==> config.mk <==
export PLATFORM = sky130hd
export DESIGN_NAME = vt52_escape_terminal_engine
export DESIGN_NICKNAME = d
export VERILOG_FILES = /design/src/hdl/vt52_pkg.sv /design/src/hdl/vt52_ctrl.sv /design/src/hdl/vt52_datapath.sv /design/src/hdl/vt52_escape_terminal_engine.sv
export SDC_FILE = /design/constraint.sdc
export NUM_CORES = 1
export LEC_CHECK = 0
export ABC_CLOCK_PERIOD_IN_PS = 6900
export BUFFER_PORTS_ARGS = -buffer_cell sky130_fd_sc_hd__buf_2
export CORE_MARGIN = 10
export CORE_UTILIZATION = 55
export CTS_CLUSTER_SIZE = 10
export DETAILED_ROUTE_END_ITERATION = 7
export GPL_TIMING_DRIVEN = 0
export PLACE_DENSITY = 0.84
export SLEW_MARGIN = 20
export SYNTH_ARGS = -nofsm -noshare
export SYNTH_HDL_FRONTEND = slang
export SYNTH_SLANG_ARGS = --single-unit
export TNS_END_PERCENT = 20
==> constraint.sdc <==
create_clock -name clk_i -period 6.9 [get_ports clk_i]
set_clock_uncertainty 0.1 [all_clocks]
set_input_delay 0.345 -clock clk_i [delete_from_list [all_inputs] [get_ports clk_i]]
set_output_delay 0.345 -clock clk_i [all_outputs]
set_load 0.005 [all_outputs]
==> src/hdl/vt52_pkg.sv <==
// Shared package of the VT52 escape terminal engine.
// Holds screen geometry, drawing op codes, datapath actions and the
// command/status structs between controller and datapath. No dependencies.
`default_nettype none

package vt52_pkg;

  localparam int unsigned SCREEN_COLS = 80;
  localparam int unsigned SCREEN_ROWS = 25;

  localparam int unsigned COL_W = 7;
  localparam int unsigned ROW_W = 5;
  localparam int unsigned OP_W  = 4;

  localparam logic [7:0] BIAS       = 8'd32;
  localparam logic [7:0] SPACE_CODE = 8'h20;

  localparam logic [COL_W-1:0] LAST_COL = COL_W'(SCREEN_COLS - 1);
  localparam logic [ROW_W-1:0] LAST_ROW = ROW_W'(SCREEN_ROWS - 1);

  // Drawing commands for the video backend.
  localparam logic [OP_W-1:0] OP_NONE       = 4'd0;
  localparam logic [OP_W-1:0] OP_PLOT       = 4'd1;
  localparam logic [OP_W-1:0] OP_ERASE_EOS  = 4'd2;
  localparam logic [OP_W-1:0] OP_ERASE_EOL  = 4'd3;
  localparam logic [OP_W-1:0] OP_ERASE_BOS  = 4'd4;
  localparam logic [OP_W-1:0] OP_ERASE_BOL  = 4'd5;
  localparam logic [OP_W-1:0] OP_ERASE_LINE = 4'd6;
  localparam logic [OP_W-1:0] OP_INSERT     = 4'd7;
  localparam logic [OP_W-1:0] OP_DELETE     = 4'd8;
  localparam logic [OP_W-1:0] OP_CLEAR      = 4'd9;

  // Actions the datapath carries out for one result beat.
  typedef enum logic [4:0] {
    ACT_NOP,
    ACT_PLOT,
    ACT_TAB_PLOT,
    ACT_CR,
    ACT_BS,
    ACT_LF,
    ACT_UP,
    ACT_DOWN,
    ACT_RIGHT,
    ACT_LEFT,
    ACT_HOME,
    ACT_CLEAR,
    ACT_REGION,
    ACT_SAVE,
    ACT_RESTORE,
    ACT_REV_ON,
    ACT_REV_OFF,
    ACT_WRAP_ON,
    ACT_WRAP_OFF,
    ACT_COLOR,
    ACT_Y_ROW,
    ACT_Y_COL
  } act_e;

  typedef struct packed {
    logic            load;
    act_e            act;
    logic [OP_W-1:0] region_op;
    logic            last;
  } dp_cmd_t;

  typedef struct packed {
    logic [2:0] tab_phase;
  } dp_stat_t;

endpackage

`default_nettype wire

==> src/hdl/vt52_ctrl.sv <==
// Controller of the VT52 engine: escape parser, tab expansion sequencer and
// output beat valid. Depends on vt52_pkg.
`default_nettype none

module vt52_ctrl (
  input  logic               clk_i,
  input  logic               rst_ni,
  input  logic               in_valid_i,
  output logic               in_ready_o,
  input  logic [7:0]         char_byte_i,
  input  logic               out_ready_i,
  output logic               out_valid_o,
  input  vt52_pkg::dp_stat_t stat_i,
  output vt52_pkg::dp_cmd_t  cmd_o
);

  localparam logic [2:0] ST_IDLE = 3'd0;
  localparam logic [2:0] ST_ESC  = 3'd1;
  localparam logic [2:0] ST_YROW = 3'd2;
  localparam logic [2:0] ST_YCOL = 3'd3;
  localparam logic [2:0] ST_BVAL = 3'd4;
  localparam logic [2:0] ST_SKIP = 3'd5;

  localparam logic [7:0] CH_ESC = 8'h1B;
  localparam logic [7:0] CH_CR  = 8'h0D;
  localparam logic [7:0] CH_BS  = 8'h08;
  localparam logic [7:0] CH_LF  = 8'h0A;
  localparam logic [7:0] CH_TAB = 8'h09;

  localparam logic [7:0] CH_UP      = "A";
  localparam logic [7:0] CH_REV_LF  = "I";
  localparam logic [7:0] CH_DOWN    = "B";
  localparam logic [7:0] CH_RIGHT   = "C";
  localparam logic [7:0] CH_LEFT    = "D";
  localparam logic [7:0] CH_HOME    = "H";
  localparam logic [7:0] CH_CLEAR   = "E";
  localparam logic [7:0] CH_EOS     = "J";
  localparam logic [7:0] CH_EOL     = "K";
  localparam logic [7:0] CH_BOS     = "d";
  localparam logic [7:0] CH_BOL     = "o";
  localparam logic [7:0] CH_LINE    = "l";
  localparam logic [7:0] CH_INSERT  = "L";
  localparam logic [7:0] CH_DELETE  = "M";
  localparam logic [7:0] CH_SAVE    = "j";
  localparam logic [7:0] CH_RESTORE = "k";
  localparam logic [7:0] CH_REV_ON  = "p";
  localparam logic [7:0] CH_REV_OFF = "q";
  localparam logic [7:0] CH_WRAP_ON = "v";
  localparam logic [7:0] CH_WRAP_OF = "w";
  localparam logic [7:0] CH_DIRECT  = "Y";
  localparam logic [7:0] CH_COLOR   = "b";
  localparam logic [7:0] CH_SKIP    = "c";

  logic [2:0] state_q, state_d;
  logic [2:0] tab_left_q, tab_left_d;
  logic       out_valid_q, out_valid_d;
  logic       slot_free;
  logic       accept;

  assign slot_free   = !out_valid_q || out_ready_i;
  assign in_ready_o  = (tab_left_q == 3'd0) && slot_free;
  assign accept      = in_valid_i && in_ready_o;
  assign out_valid_o = out_valid_q;

  always_comb begin
    cmd_o.load      = 1'b0;
    cmd_o.act       = vt52_pkg::ACT_NOP;
    cmd_o.region_op = vt52_pkg::OP_NONE;
    cmd_o.last      = 1'b1;
    state_d         = state_q;
    tab_left_d      = tab_left_q;

    if (tab_left_q != 3'd0) begin
      if (slot_free) begin
        cmd_o.load = 1'b1;
        cmd_o.act  = vt52_pkg::ACT_TAB_PLOT;
        cmd_o.last = (tab_left_q == 3'd1);
        tab_left_d = tab_left_q - 3'd1;
      end
    end else if (accept) begin
      cmd_o.load = 1'b1;
      state_d    = ST_IDLE;
      unique case (state_q)
        ST_ESC: begin
          unique case (char_byte_i)
            CH_DIRECT:  state_d = ST_YROW;
            CH_COLOR:   state_d = ST_BVAL;
            CH_SKIP:    state_d = ST_SKIP;
            CH_UP,
            CH_REV_LF:  cmd_o.act = vt52_pkg::ACT_UP;
            CH_DOWN:    cmd_o.act = vt52_pkg::ACT_DOWN;
            CH_RIGHT:   cmd_o.act = vt52_pkg::ACT_RIGHT;
            CH_LEFT:    cmd_o.act = vt52_pkg::ACT_LEFT;
            CH_HOME:    cmd_o.act = vt52_pkg::ACT_HOME;
            CH_CLEAR:   cmd_o.act = vt52_pkg::ACT_CLEAR;
            CH_EOS: begin
              cmd_o.act       = vt52_pkg::ACT_REGION;
              cmd_o.region_op = vt52_pkg::OP_ERASE_EOS;
            end
            CH_EOL: begin
              cmd_o.act       = vt52_pkg::ACT_REGION;
              cmd_o.region_op = vt52_pkg::OP_ERASE_EOL;
            end
            CH_BOS: begin
              cmd_o.act       = vt52_pkg::ACT_REGION;
              cmd_o.region_op = vt52_pkg::OP_ERASE_BOS;
            end
            CH_BOL: begin
              cmd_o.act       = vt52_pkg::ACT_REGION;
              cmd_o.region_op = vt52_pkg::OP_ERASE_BOL;
            end
            CH_LINE: begin
              cmd_o.act       = vt52_pkg::ACT_REGION;
              cmd_o.region_op = vt52_pkg::OP_ERASE_LINE;
            end
            CH_INSERT: begin
              cmd_o.act       = vt52_pkg::ACT_REGION;
              cmd_o.region_op = vt52_pkg::OP_INSERT;
            end
            CH_DELETE: begin
              cmd_o.act       = vt52_pkg::ACT_REGION;
              cmd_o.region_op = vt52_pkg::OP_DELETE;
            end
            CH_SAVE:    cmd_o.act = vt52_pkg::ACT_SAVE;
            CH_RESTORE: cmd_o.act = vt52_pkg::ACT_RESTORE;
            CH_REV_ON:  cmd_o.act = vt52_pkg::ACT_REV_ON;
            CH_REV_OFF: cmd_o.act = vt52_pkg::ACT_REV_OFF;
            CH_WRAP_ON: cmd_o.act = vt52_pkg::ACT_WRAP_ON;
            CH_WRAP_OF: cmd_o.act = vt52_pkg::ACT_WRAP_OFF;
            default:    cmd_o.act = vt52_pkg::ACT_NOP;
          endcase
        end
        ST_YROW: begin
          cmd_o.act = vt52_pkg::ACT_Y_ROW;
          state_d   = ST_YCOL;
        end
        ST_YCOL: cmd_o.act = vt52_pkg::ACT_Y_COL;
        ST_BVAL: cmd_o.act = vt52_pkg::ACT_COLOR;
        ST_SKIP: cmd_o.act = vt52_pkg::ACT_NOP;
        default: begin
          unique case (char_byte_i)
            CH_ESC: state_d   = ST_ESC;
            CH_CR:  cmd_o.act = vt52_pkg::ACT_CR;
            CH_BS:  cmd_o.act = vt52_pkg::ACT_BS;
            CH_LF:  cmd_o.act = vt52_pkg::ACT_LF;
            CH_TAB: begin
              // First space goes out now, the rest up to the next tab stop follow.
              cmd_o.act  = vt52_pkg::ACT_TAB_PLOT;
              cmd_o.last = (stat_i.tab_phase == 3'h7);
              tab_left_d = ~stat_i.tab_phase;
            end
            default: cmd_o.act = vt52_pkg::ACT_PLOT;
          endcase
        end
      endcase
    end
  end

  always_comb begin
    if (cmd_o.load) begin
      out_valid_d = 1'b1;
    end else if (out_ready_i) begin
      out_valid_d = 1'b0;
    end else begin
      out_valid_d = out_valid_q;
    end
  end

  always_ff @(posedge clk_i or negedge rst_ni) begin
    if (!rst_ni) begin
      state_q     <= ST_IDLE;
      tab_left_q  <= 3'd0;
      out_valid_q <= 1'b0;
    end else begin
      state_q     <= state_d;
      tab_left_q  <= tab_left_d;
      out_valid_q <= out_valid_d;
    end
  end

endmodule

`default_nettype wire

==> src/hdl/vt52_datapath.sv <==
// Datapath of the VT52 engine: cursor, saved cursor, mode flags, color and
// the registered result beat. Depends on vt52_pkg.
`default_nettype none

module vt52_datapath (
  input  logic                                clk_i,
  input  logic                                rst_ni,
  input  logic [7:0]                          char_byte_i,
  input  vt52_pkg::dp_cmd_t                   cmd_i,
  output vt52_pkg::dp_stat_t                  stat_o,
  output logic [vt52_pkg::OP_W-1:0]           op_o,
  output logic [7:0]                          glyph_code_o,
  output logic [vt52_pkg::COL_W-1:0]          cell_col_o,
  output logic [vt52_pkg::ROW_W-1:0]          cell_row_o,
  output logic                                invert_o,
  output logic [1:0]                          ink_color_o,
  output logic [vt52_pkg::COL_W-1:0]          new_cursor_col_o,
  output logic [vt52_pkg::ROW_W-1:0]          new_cursor_row_o,
  output logic                                last_o
);

  logic [vt52_pkg::COL_W-1:0] col_q, col_d, saved_col_q, saved_col_d;
  logic [vt52_pkg::ROW_W-1:0] row_q, row_d, saved_row_q, saved_row_d;
  logic                       wrap_q, wrap_d, rev_q, rev_d;
  logic [1:0]                 color_q, color_d;
  logic [7:0]                 pend_q, pend_d;

  logic [vt52_pkg::OP_W-1:0]  op_d;
  logic [7:0]                 glyph_d;
  logic [vt52_pkg::COL_W-1:0] cell_col_d;
  logic [vt52_pkg::ROW_W-1:0] cell_row_d;
  logic                       inv_d;

  logic [vt52_pkg::COL_W:0]   col_inc;
  logic [vt52_pkg::ROW_W:0]   row_inc;
  logic [vt52_pkg::ROW_W-1:0] row_next;
  logic [vt52_pkg::COL_W-1:0] plot_col;
  logic [vt52_pkg::ROW_W-1:0] plot_row;
  logic [7:0]                 y_row_raw, y_col_raw;
  logic [vt52_pkg::ROW_W-1:0] y_row;
  logic [vt52_pkg::COL_W-1:0] y_col;

  assign stat_o.tab_phase = col_q[2:0];

  assign col_inc  = {1'b0, col_q} + 1'b1;
  assign row_inc  = {1'b0, row_q} + 1'b1;
  assign row_next = (row_inc >= (vt52_pkg::ROW_W + 1)'(vt52_pkg::SCREEN_ROWS)) ?
                    '0 : row_inc[vt52_pkg::ROW_W-1:0];

  // Cursor after a glyph plot: wrap to the next line or stick at the margin.
  always_comb begin
    plot_col = col_inc[vt52_pkg::COL_W-1:0];
    plot_row = row_q;
    if (col_inc >= (vt52_pkg::COL_W + 1)'(vt52_pkg::SCREEN_COLS)) begin
      if (wrap_q) begin
        plot_col = '0;
        plot_row = row_next;
      end else begin
        plot_col = vt52_pkg::LAST_COL;
      end
    end
  end

  // Direct cursor address: remove the bias, then clamp to the screen.
  assign y_row_raw = (pend_q >= vt52_pkg::BIAS) ? pend_q - vt52_pkg::BIAS : 8'd0;
  assign y_col_raw = (char_byte_i >= vt52_pkg::BIAS) ? char_byte_i - vt52_pkg::BIAS : 8'd0;
  assign y_row = (y_row_raw >= 8'(vt52_pkg::SCREEN_ROWS)) ?
                 vt52_pkg::LAST_ROW : y_row_raw[vt52_pkg::ROW_W-1:0];
  assign y_col = (y_col_raw >= 8'(vt52_pkg::SCREEN_COLS)) ?
                 vt52_pkg::LAST_COL : y_col_raw[vt52_pkg::COL_W-1:0];

  always_comb begin
    col_d       = col_q;
    row_d       = row_q;
    saved_col_d = saved_col_q;
    saved_row_d = saved_row_q;
    wrap_d      = wrap_q;
    rev_d       = rev_q;
    color_d     = color_q;
    pend_d      = pend_q;
    op_d        = vt52_pkg::OP_NONE;
    glyph_d     = 8'd0;
    cell_col_d  = '0;
    cell_row_d  = '0;
    inv_d       = 1'b0;

    unique case (cmd_i.act)
      vt52_pkg::ACT_PLOT, vt52_pkg::ACT_TAB_PLOT: begin
        op_d       = vt52_pkg::OP_PLOT;
        glyph_d    = (cmd_i.act == vt52_pkg::ACT_PLOT) ? char_byte_i : vt52_pkg::SPACE_CODE;
        cell_col_d = col_q;
        cell_row_d = row_q;
        inv_d      = rev_q;
        col_d      = plot_col;
        row_d      = plot_row;
      end
      vt52_pkg::ACT_CR: col_d = '0;
      vt52_pkg::ACT_BS: begin
        if (col_q != '0) begin
          col_d = col_q - 1'b1;
        end
      end
      vt52_pkg::ACT_LF: begin
        col_d = '0;
        row_d = row_next;
      end
      vt52_pkg::ACT_UP: begin
        if (row_q != '0) begin
          row_d = row_q - 1'b1;
        end
      end
      vt52_pkg::ACT_DOWN: begin
        if (row_inc < (vt52_pkg::ROW_W + 1)'(vt52_pkg::SCREEN_ROWS)) begin
          row_d = row_inc[vt52_pkg::ROW_W-1:0];
        end
      end
      vt52_pkg::ACT_RIGHT: begin
        if (col_inc < (vt52_pkg::COL_W + 1)'(vt52_pkg::SCREEN_COLS)) begin
          col_d = col_inc[vt52_pkg::COL_W-1:0];
        end
      end
      vt52_pkg::ACT_LEFT: begin
        if (col_q != '0) begin
          col_d = col_q - 1'b1;
        end
      end
      vt52_pkg::ACT_HOME: begin
        col_d = '0;
        row_d = '0;
      end
      vt52_pkg::ACT_CLEAR: begin
        op_d  = vt52_pkg::OP_CLEAR;
        rev_d = 1'b0;
        col_d = '0;
        row_d = '0;
      end
      vt52_pkg::ACT_REGION: begin
        op_d       = cmd_i.region_op;
        cell_col_d = col_q;
        cell_row_d = row_q;
      end
      vt52_pkg::ACT_SAVE: begin
        saved_col_d = col_q;
        saved_row_d = row_q;
      end
      vt52_pkg::ACT_RESTORE: begin
        col_d = saved_col_q;
        row_d = saved_row_q;
      end
      vt52_pkg::ACT_REV_ON:   rev_d   = 1'b1;
      vt52_pkg::ACT_REV_OFF:  rev_d   = 1'b0;
      vt52_pkg::ACT_WRAP_ON:  wrap_d  = 1'b1;
      vt52_pkg::ACT_WRAP_OFF: wrap_d  = 1'b0;
      vt52_pkg::ACT_COLOR:    color_d = char_byte_i[1:0];
      vt52_pkg::ACT_Y_ROW:    pend_d  = char_byte_i;
      vt52_pkg::ACT_Y_COL: begin
        col_d = y_col;
        row_d = y_row;
      end
      default: ;
    endcase
  end

  always_ff @(posedge clk_i or negedge rst_ni) begin
    if (!rst_ni) begin
      col_q       <= '0;
      row_q       <= '0;
      saved_col_q <= '0;
      saved_row_q <= '0;
      wrap_q      <= 1'b1;
      rev_q       <= 1'b0;
      color_q     <= 2'd1;
      pend_q      <= 8'd0;
    end else if (cmd_i.load) begin
      col_q       <= col_d;
      row_q       <= row_d;
      saved_col_q <= saved_col_d;
      saved_row_q <= saved_row_d;
      wrap_q      <= wrap_d;
      rev_q       <= rev_d;
      color_q     <= color_d;
      pend_q      <= pend_d;
    end
  end

  always_ff @(posedge clk_i) begin
    if (cmd_i.load) begin
      op_o             <= op_d;
      glyph_code_o     <= glyph_d;
      cell_col_o       <= cell_col_d;
      cell_row_o       <= cell_row_d;
      invert_o         <= inv_d;
      ink_color_o      <= color_d;
      new_cursor_col_o <= col_d;
      new_cursor_row_o <= row_d;
      last_o           <= cmd_i.last;
    end
  end

endmodule

`default_nettype wire

==> src/hdl/vt52_escape_terminal_engine.sv <==
// Each accepted byte has its first result beat registered as the byte is accepted.
// Throughput: one byte per cycle while the result side keeps up; a tab of n spaces
// holds the input for the n - 1 plots after its first (zero to seven).
// A waiting result blocks the next byte; a byte is accepted in the cycle the result drains.
// Reset (rst_ni low, asynchronous): parser idle, cursor and saved cursor home,
// wrap on, reverse off, color 1, no result pending.
`default_nettype none

// Top level of the VT52 escape terminal engine. Depends on vt52_pkg,
// vt52_ctrl and vt52_datapath.
//
// Each input beat carries one byte of a terminal stream. The controller
// tracks the escape parser (plain text, ESC seen, direct cursor row and
// column, color byte, swallowed byte) and turns every byte into one action,
// or, for a tab, into a run of space plots up to the next multiple of eight.
// The datapath holds the cursor and mode state and registers the drawing
// command that forms each output beat. The last flag marks the final beat
// caused by a byte; only tab produces more than one.
module vt52_escape_terminal_engine (
  input  logic                                clk_i,
  input  logic                                rst_ni,
  input  logic                                in_valid_i,
  output logic                                in_ready_o,
  input  logic [7:0]                          char_byte_i,
  output logic                                out_valid_o,
  input  logic                                out_ready_i,
  output logic [vt52_pkg::OP_W-1:0]           op_o,
  output logic [7:0]                          glyph_code_o,
  output logic [vt52_pkg::COL_W-1:0]          cell_col_o,
  output logic [vt52_pkg::ROW_W-1:0]          cell_row_o,
  output logic                                invert_o,
  output logic [1:0]                          ink_color_o,
  output logic [vt52_pkg::COL_W-1:0]          new_cursor_col_o,
  output logic [vt52_pkg::ROW_W-1:0]          new_cursor_row_o,
  output logic                                last_o
);

  vt52_pkg::dp_cmd_t  cmd;
  vt52_pkg::dp_stat_t stat;

  // The controller issues at most one command per cycle, and only when the
  // output register is empty or is being drained in the same cycle.
  vt52_ctrl u_ctrl (
    .clk_i       (clk_i),
    .rst_ni      (rst_ni),
    .in_valid_i  (in_valid_i),
    .in_ready_o  (in_ready_o),
    .char_byte_i (char_byte_i),
    .out_ready_i (out_ready_i),
    .out_valid_o (out_valid_o),
    .stat_i      (stat),
    .cmd_o       (cmd)
  );

  // The datapath updates cursor state and loads the result registers on
  // every command; tab plots read the live cursor, so wraps land correctly.
  vt52_datapath u_dp (
    .clk_i            (clk_i),
    .rst_ni           (rst_ni),
    .char_byte_i      (char_byte_i),
    .cmd_i            (cmd),
    .stat_o           (stat),
    .op_o             (op_o),
    .glyph_code_o     (glyph_code_o),
    .cell_col_o       (cell_col_o),
    .cell_row_o       (cell_row_o),
    .invert_o         (invert_o),
    .ink_color_o      (ink_color_o),
    .new_cursor_col_o (new_cursor_col_o),
    .new_cursor_row_o (new_cursor_row_o),
    .last_o           (last_o)
  );

endmodule

`default_nettype wire

=== Word-level counts from Yosys, hierarchy flattened ===
Index checks and enable logic that the tools add are counted.

* Input port bits: 12
* Output and inout bits: 42
* Bits in registers: 83

* Bitwise logic cells: 2
* Add/subtract/negate cells: 7
* Reductions and logical operators: 30
* Order comparisons: 8
* Equal/unequal tests: 58
* Multiplexer cells: 43

{| class="wikitable"
|+ Operator list
! kind !! count
|-
| equality test 8 x 7 -> 1 bit (second input constant) || 23
|-
| case mux 5 bit (13 select lines) || 1
|-
| case mux 7 bit (6 select lines) || 1
|-
| equality test 5 x 4 -> 1 bit (second input constant) || 8
|-
| two-way mux 7 bit || 5
|-
| case mux 5 bit (7 select lines) || 1
|-
| equality test 8 x 4 -> 1 bit (second input constant) || 4
|-
| equality test 5 bit (second input constant) || 6
|-
| two-way mux 5 bit || 6
|-
| case mux 4 bit (7 select lines) || 1
|-
| case mux 5 bit (5 select lines) || 1
|-
| equality test 5 x 3 -> 1 bit (second input constant) || 4
|-
| two-way mux 6 bit || 3
|-
| case mux 3 bit (3 select lines) || 2
|-
| >= comparator 8 x 6 -> 1 bit (second input constant) || 2
|-
| >= comparator 8 x 7 -> 1 bit (second input constant) || 2
|-
| two-way mux 8 bit || 2
|-
| subtractor 8 x 6 -> 8 bit (second input constant) || 2
|-
| two-way mux 3 bit || 5
|-
| case mux 3 bit (5 select lines) || 1
|-
| case mux 4 bit (3 select lines) || 1
|-
| AND reduction 2 bit || 6
|-
| two-way mux 11 bit || 1
|-
| equality test 5 x 2 -> 1 bit (second input constant) || 2
|-
| other kinds (35) || 58
|}

=== Longest topological paths before layout ===
* Word-level depth: 10
* Gate-level depth with buffers: 14
* Gate-level depth less buffers: 11

=== Cells and area by module ===
A second synthesis with hierarchy kept.

* Cells, all modules: 611
* Area, all modules: 5764.3 µm²

{| class="wikitable"
|+ By module, submodules not included
! module !! cells each !! seq. area each (µm²) !! times used !! area each (µm²)
|-
| vt52_datapath || 454 || 2104.5 || 1 || 4626.9
|-
| vt52_ctrl || 157 || 175.2 || 1 || 1137.3
|}

=== Worst setup path before layout ===
OpenSTA, ideal clock, no wires.

* Path type: input to register
* Start: input port char_byte_i[4]
* End: register u_dp.new_cursor_col_o[2] (netlist name) (data pin)
* Stages: 11
* Setup slack: 3.798 ns
* Path buffers: 2
* Data required time: 6.541 ns
* Arrival: 2.743 ns
* Setup time: 0.259 ns
* Cells stage by stage: buf_6 or4_4 or3_1 a221o_1 a31o_1 buf_6 nand3_2 a21oi_2 a311oi_4 o21ai_2 a211o_1

* Word-level cells in the longest chain between the ends: 9
* Elaborated cells between the ends (all ways): 52

{| class="wikitable"
|+ RTL lines
! element !! RTL line !! source
|-
| start, declared || vt52_escape_terminal_engine.sv:24 || <nowiki>input logic [7:0] char_byte_i,</nowiki>
|-
| equality test 8 x 7 -> 1 bit || vt52_ctrl.sv:85 || <nowiki>unique case (char_byte_i)</nowiki>
|-
| OR reduction 7 bit (no source line) or OR reduction 2 bit (tied branches) || n/a ||
|-
| case mux 5 bit (13 select lines) || vt52_ctrl.sv:85 ||
|-
| case mux 5 bit (5 select lines) || vt52_ctrl.sv:83 || <nowiki>unique case (state_q)</nowiki>
|-
| two-way mux 11 bit || vt52_ctrl.sv:80 || <nowiki>end else if (accept) begin</nowiki>
|-
| two-way mux 6 bit || vt52_ctrl.sv:73 || <nowiki>if (tab_left_q != 3'd0) begin</nowiki>
|-
| equality test 5 x 2 -> 1 bit, or another cell as far along || vt52_datapath.sv:87 || <nowiki>unique case (cmd_i.act)</nowiki>
|-
| OR reduction 4 bit (no source line) or OR reduction 2 bit (tied branches) || n/a ||
|-
| case mux 7 bit (6 select lines) * || vt52_datapath.sv:87 ||
|-
| via u_dp.col_d (one bit) || vt52_datapath.sv:22 || <nowiki>logic [vt52_pkg::COL_W-1:0] col_q, col_d, saved_col_q, saved_col_d;</nowiki>
|-
| end signal, assigned || vt52_datapath.sv:194 || <nowiki>new_cursor_col_o <= col_d;</nowiki>
|-
| end, declared || vt52_datapath.sv:17 || <nowiki>output logic [vt52_pkg::COL_W-1:0] new_cursor_col_o,</nowiki>
|}

The timed path passes the listed nets; every way through them passes the cells marked *.
A chain may end at the register's enable or synchronous reset.

=== Worst setup path after layout ===
* Start: register u_ctrl.tab_left_q[1]
* End: register u_dp.new_cursor_row_o[3] (netlist name) (data pin)

* Word-level cells in the longest chain between the ends: 8
* Elaborated cells between the ends (all ways): 18

{| class="wikitable"
|+ RTL lines
! element !! RTL line !! source
|-
| start, declared || vt52_ctrl.sv:55 || <nowiki>logic [2:0] tab_left_q, tab_left_d;</nowiki>
|-
| start signal, assigned || vt52_ctrl.sv:176 || <nowiki>tab_left_q <= tab_left_d;</nowiki>
|-
| zero test 3 bit || vt52_ctrl.sv:61 || <nowiki>assign in_ready_o = (tab_left_q == 3'd0) && slot_free;</nowiki>
|-
| logical AND 1 bit || vt52_ctrl.sv:61 ||
|-
| logical AND 1 bit || vt52_ctrl.sv:62 || <nowiki>assign accept = in_valid_i && in_ready_o;</nowiki>
|-
| two-way mux 11 bit || vt52_ctrl.sv:80 ||
|-
| two-way mux 6 bit * || vt52_ctrl.sv:73 ||
|-
| equality test 5 x 4 -> 1 bit, or another cell as far along || vt52_datapath.sv:87 ||
|-
| OR reduction 2 bit (no source line) || n/a ||
|-
| case mux 5 bit (7 select lines) * || vt52_datapath.sv:87 ||
|-
| via u_dp.row_d (one bit) || vt52_datapath.sv:23 || <nowiki>logic [vt52_pkg::ROW_W-1:0] row_q, row_d, saved_row_q, saved_row_d;</nowiki>
|-
| end signal, assigned || vt52_datapath.sv:195 || <nowiki>new_cursor_row_o <= row_d;</nowiki>
|-
| end, declared || vt52_datapath.sv:18 || <nowiki>output logic [vt52_pkg::ROW_W-1:0] new_cursor_row_o,</nowiki>
|}

Marks and branches as above.

==> metrics <==
Distinct cells, synth 84; CTS sink cnt 83; Seq cells post-synth 83; DR pass1 iterations 6; GRT overflow 0; Layout fillers 856; final period utilization 0.553; Slew headroom 0.442; largest net degree at the start of global routing 44; Max stage delay on crit path 0.48 ns; gr busiest metal met2; met1 Usage GRT 0.277; worst r2r src u_ctrl.tab_left_q[1]; PortBufs 52; Clock Latency Late Sink 0.36 ns; Final ANT Viol Nets 0; GRT met2 Usage 0.347; DR vias/cell 6.44; H-tree levels 3; min-delay src in_valid_i; DRT Wirelength 15800 microns; I/O pins 54; Core Region 9770 sq um; clk slew on worst S/H paths 0.10 ns; Synth top cells by count nand2_1, nor2_1, dfrtp_1; Rows 36; Peak Freq 0.262 GHz; multi-input combinational cell area 2970 sq um; syn_nets 620; Max-Cap Viols 0; GP Congestion 0.976; status complete, no violations; CP bufs+invs 2; iteration-0 DRC count of the detailed router 564; Nets 685; setup violators final 0; Critical Path Start u_ctrl.tab_left_q[1]; Final Hold Viols 0; TritonCTS clock tree yes; Die Y 120 microns; crit-path leading delay family simple AND/OR/NAND/NOR gates; final hold slack 0.132 ns; VDD IR max 0.232 mV; routing usage on met3 0.0455; Hold WC Path Type input port to flip-flop; RSZ-0062 raised after global routing false; Num CTS Buffers 9; Clock Root Buffer clkbuf_8; drt wl/cell 19.8 microns; Yosys top cell by area edfxtp_1; post-route minimum period 3.82 ns; share of post-route cells with drive strength above 1 0.224; Primary FF master, synth dfrtp_1; Total GRT Usage 0.215; P per Cell Area 345 nW/um^2; Setup CP Type flip-flop to flip-flop; most instantiated library cell after synthesis nand2_1; Max Slew Vio Count 0; # resized after CTS 0; leakage 2.62 nW; top post-synthesis cells by area edfxtp_1, dfrtp_1, mux2_2, nand2_1, nor2_1; routed vias 5145; initial core utilization 0.564; Layout area overhead 12.0%; CP Max Fanout 10; Die ar. 14400 sq um; cell mode on critical path o21ai_0; hpwl dp 11500 microns; CP Cell Sequence inv_1 > ha_1 > nand2b_1 > or3_1 > a2111oi_0 > o21ai_0 > nor2_1 > clkbuf_1 > nand3_2 > o21ai_0 > nand2_1 > o311ai_0; Critical Path Slowest Stage Cell a2111oi_0; FF/Latch Area 2280 sq um; clk buf depth 2; Gate Count Post-Synth 596; Synth top area share 0.218; mapped cell area 5520 sq um; CP Data Required Time 6.96 ns; fraction of registers with async set/reset 0.518; # diodes 0; final cell utilization of the core 0.632; Setup TNS Final 0 ns; Die X 120 microns; WP data arrival 3.88 ns; initial antenna violation count 0; first-pass GRT wire length 25400 microns; startpoint types flip-flop; Synth Area per Inst 9.26 sq um; Slew @ Worst Pin 0.836 ns; vias in the first global route 4969; DRC 0; crit end category flip-flop; number of flops mapped to enable cells by yosys 40; register area share after synthesis 0.413; Syn. warnings 0
power by group:
part | leakage [nW] | internal [mW] | switching, mW
Sequential | 0.958 | 0.729 | 0.0825
Combinational | 1.57 | 0.374 | 0.606
Clock | 0.0944 | 0.145 | 0.198
worst reg2reg max path, cell delays in order (launching register included):
cell and delay (ns):
dfrtp_1 0.40, inv_1 0.11, ha_1 0.21, nand2b_1 0.19, or3_1 0.41, a2111oi_0 0.48
o21ai_0 0.30, nor2_1 0.25, clkbuf_1 0.43, nand3_2 0.27, o21ai_0 0.26, nand2_1 0.10
o311ai_0 0.12
through the flow:
step | instances | cell area, sq um | worst slack [ns] | power, mW
after floorplan | 596 | 5520 | 3.80 | 1.45
after global routing | 799 | 6180 | 2.86 | 2.28
after detailed placement | 782 | 5980 | 3.09 | 1.79
final | 799 | 6180 | 3.08 | 2.13
after CTS | 798 | 6170 | 3.17 | 2.13
after global placement | 781 | 5940 | 2.84 | 1.74
metal layers:
layer  vias up  wire, microns
li1       2357              -
met4         0            397
met2       274           7410
met5         -              0
met3        33           1340
met1      2481           6690
kinds of logic after synthesis:
logic type                 synth area share
buffers and inverters                0.0501
AOI/OAI and AO/OA                     0.211
muxes                                0.0485
and+or+nand+nor                       0.236
adders and majority gates            0.0272
xor gates and xnor gates             0.0143
DFF                                   0.413
path summary, 6_finish.rpt:
check	slack (ns)	end	depth (start not counted)
worst max register to register	3.08	u_dp.new_cursor_row_o[3]	12
min in group asynchronous	0.43	u_dp.pend_q[3]	2
worst max-delay path	3.08	u_dp.new_cursor_row_o[3]	12
max in group asynchronous	5.86	u_dp.saved_col_q[0]	2
worst min-delay path	0.13	u_ctrl.out_valid_o	2
worst min register to register	0.41	u_ctrl.tab_left_q[1]	2
sequential cells by signal, summed over array words and instances (netlist names), 2 cells and up:
name	cells
u_dp.new_cursor_row_o	5
u_dp.color_q	2
u_dp.saved_row_q	5
u_ctrl.tab_left_q	3
u_dp.pend_q	8
u_dp.cell_col_o	7
u_dp.new_cursor_col_o	7
u_ctrl.state_q	3
u_dp.cell_row_o	5
u_dp.saved_col_q	7
u_dp.ink_color_o	2
u_dp.col_q	7
u_dp.row_q	5
u_dp.op_o	4
u_dp.glyph_code_o	8
final cells by class:
type,count,share of cell area
Multi-Input combinational cell,452,0.481
Sequential cell,83,0.369
Timing Repair Buffer,54,0.0486
Buffer,45,0.0350
Tap cell,133,0.0269
Clock buffer,10,0.0223
Inverter,16,0.00972
Clock inverter,6,0.00810
cell usage in the layout (no fill, tap or decap), types with 18 or more instances in the layout:
master    instances
buf_2            69
nand2_1          54
nor2_1           51
dfrtp_1          41
edfxtp_1         40
o21ai_0          37
nand3_1          28
a21oi_1          27
clkbuf_1         22
mux2_2           22
and3_1           18
what timing repair did:
action	4_1_cts	5_1_grt
endpoints found under the hold margin	0	41
setup buffers	0	0
hold buffers	0	1
Note: power is estimated with default switching activity, not from simulation.
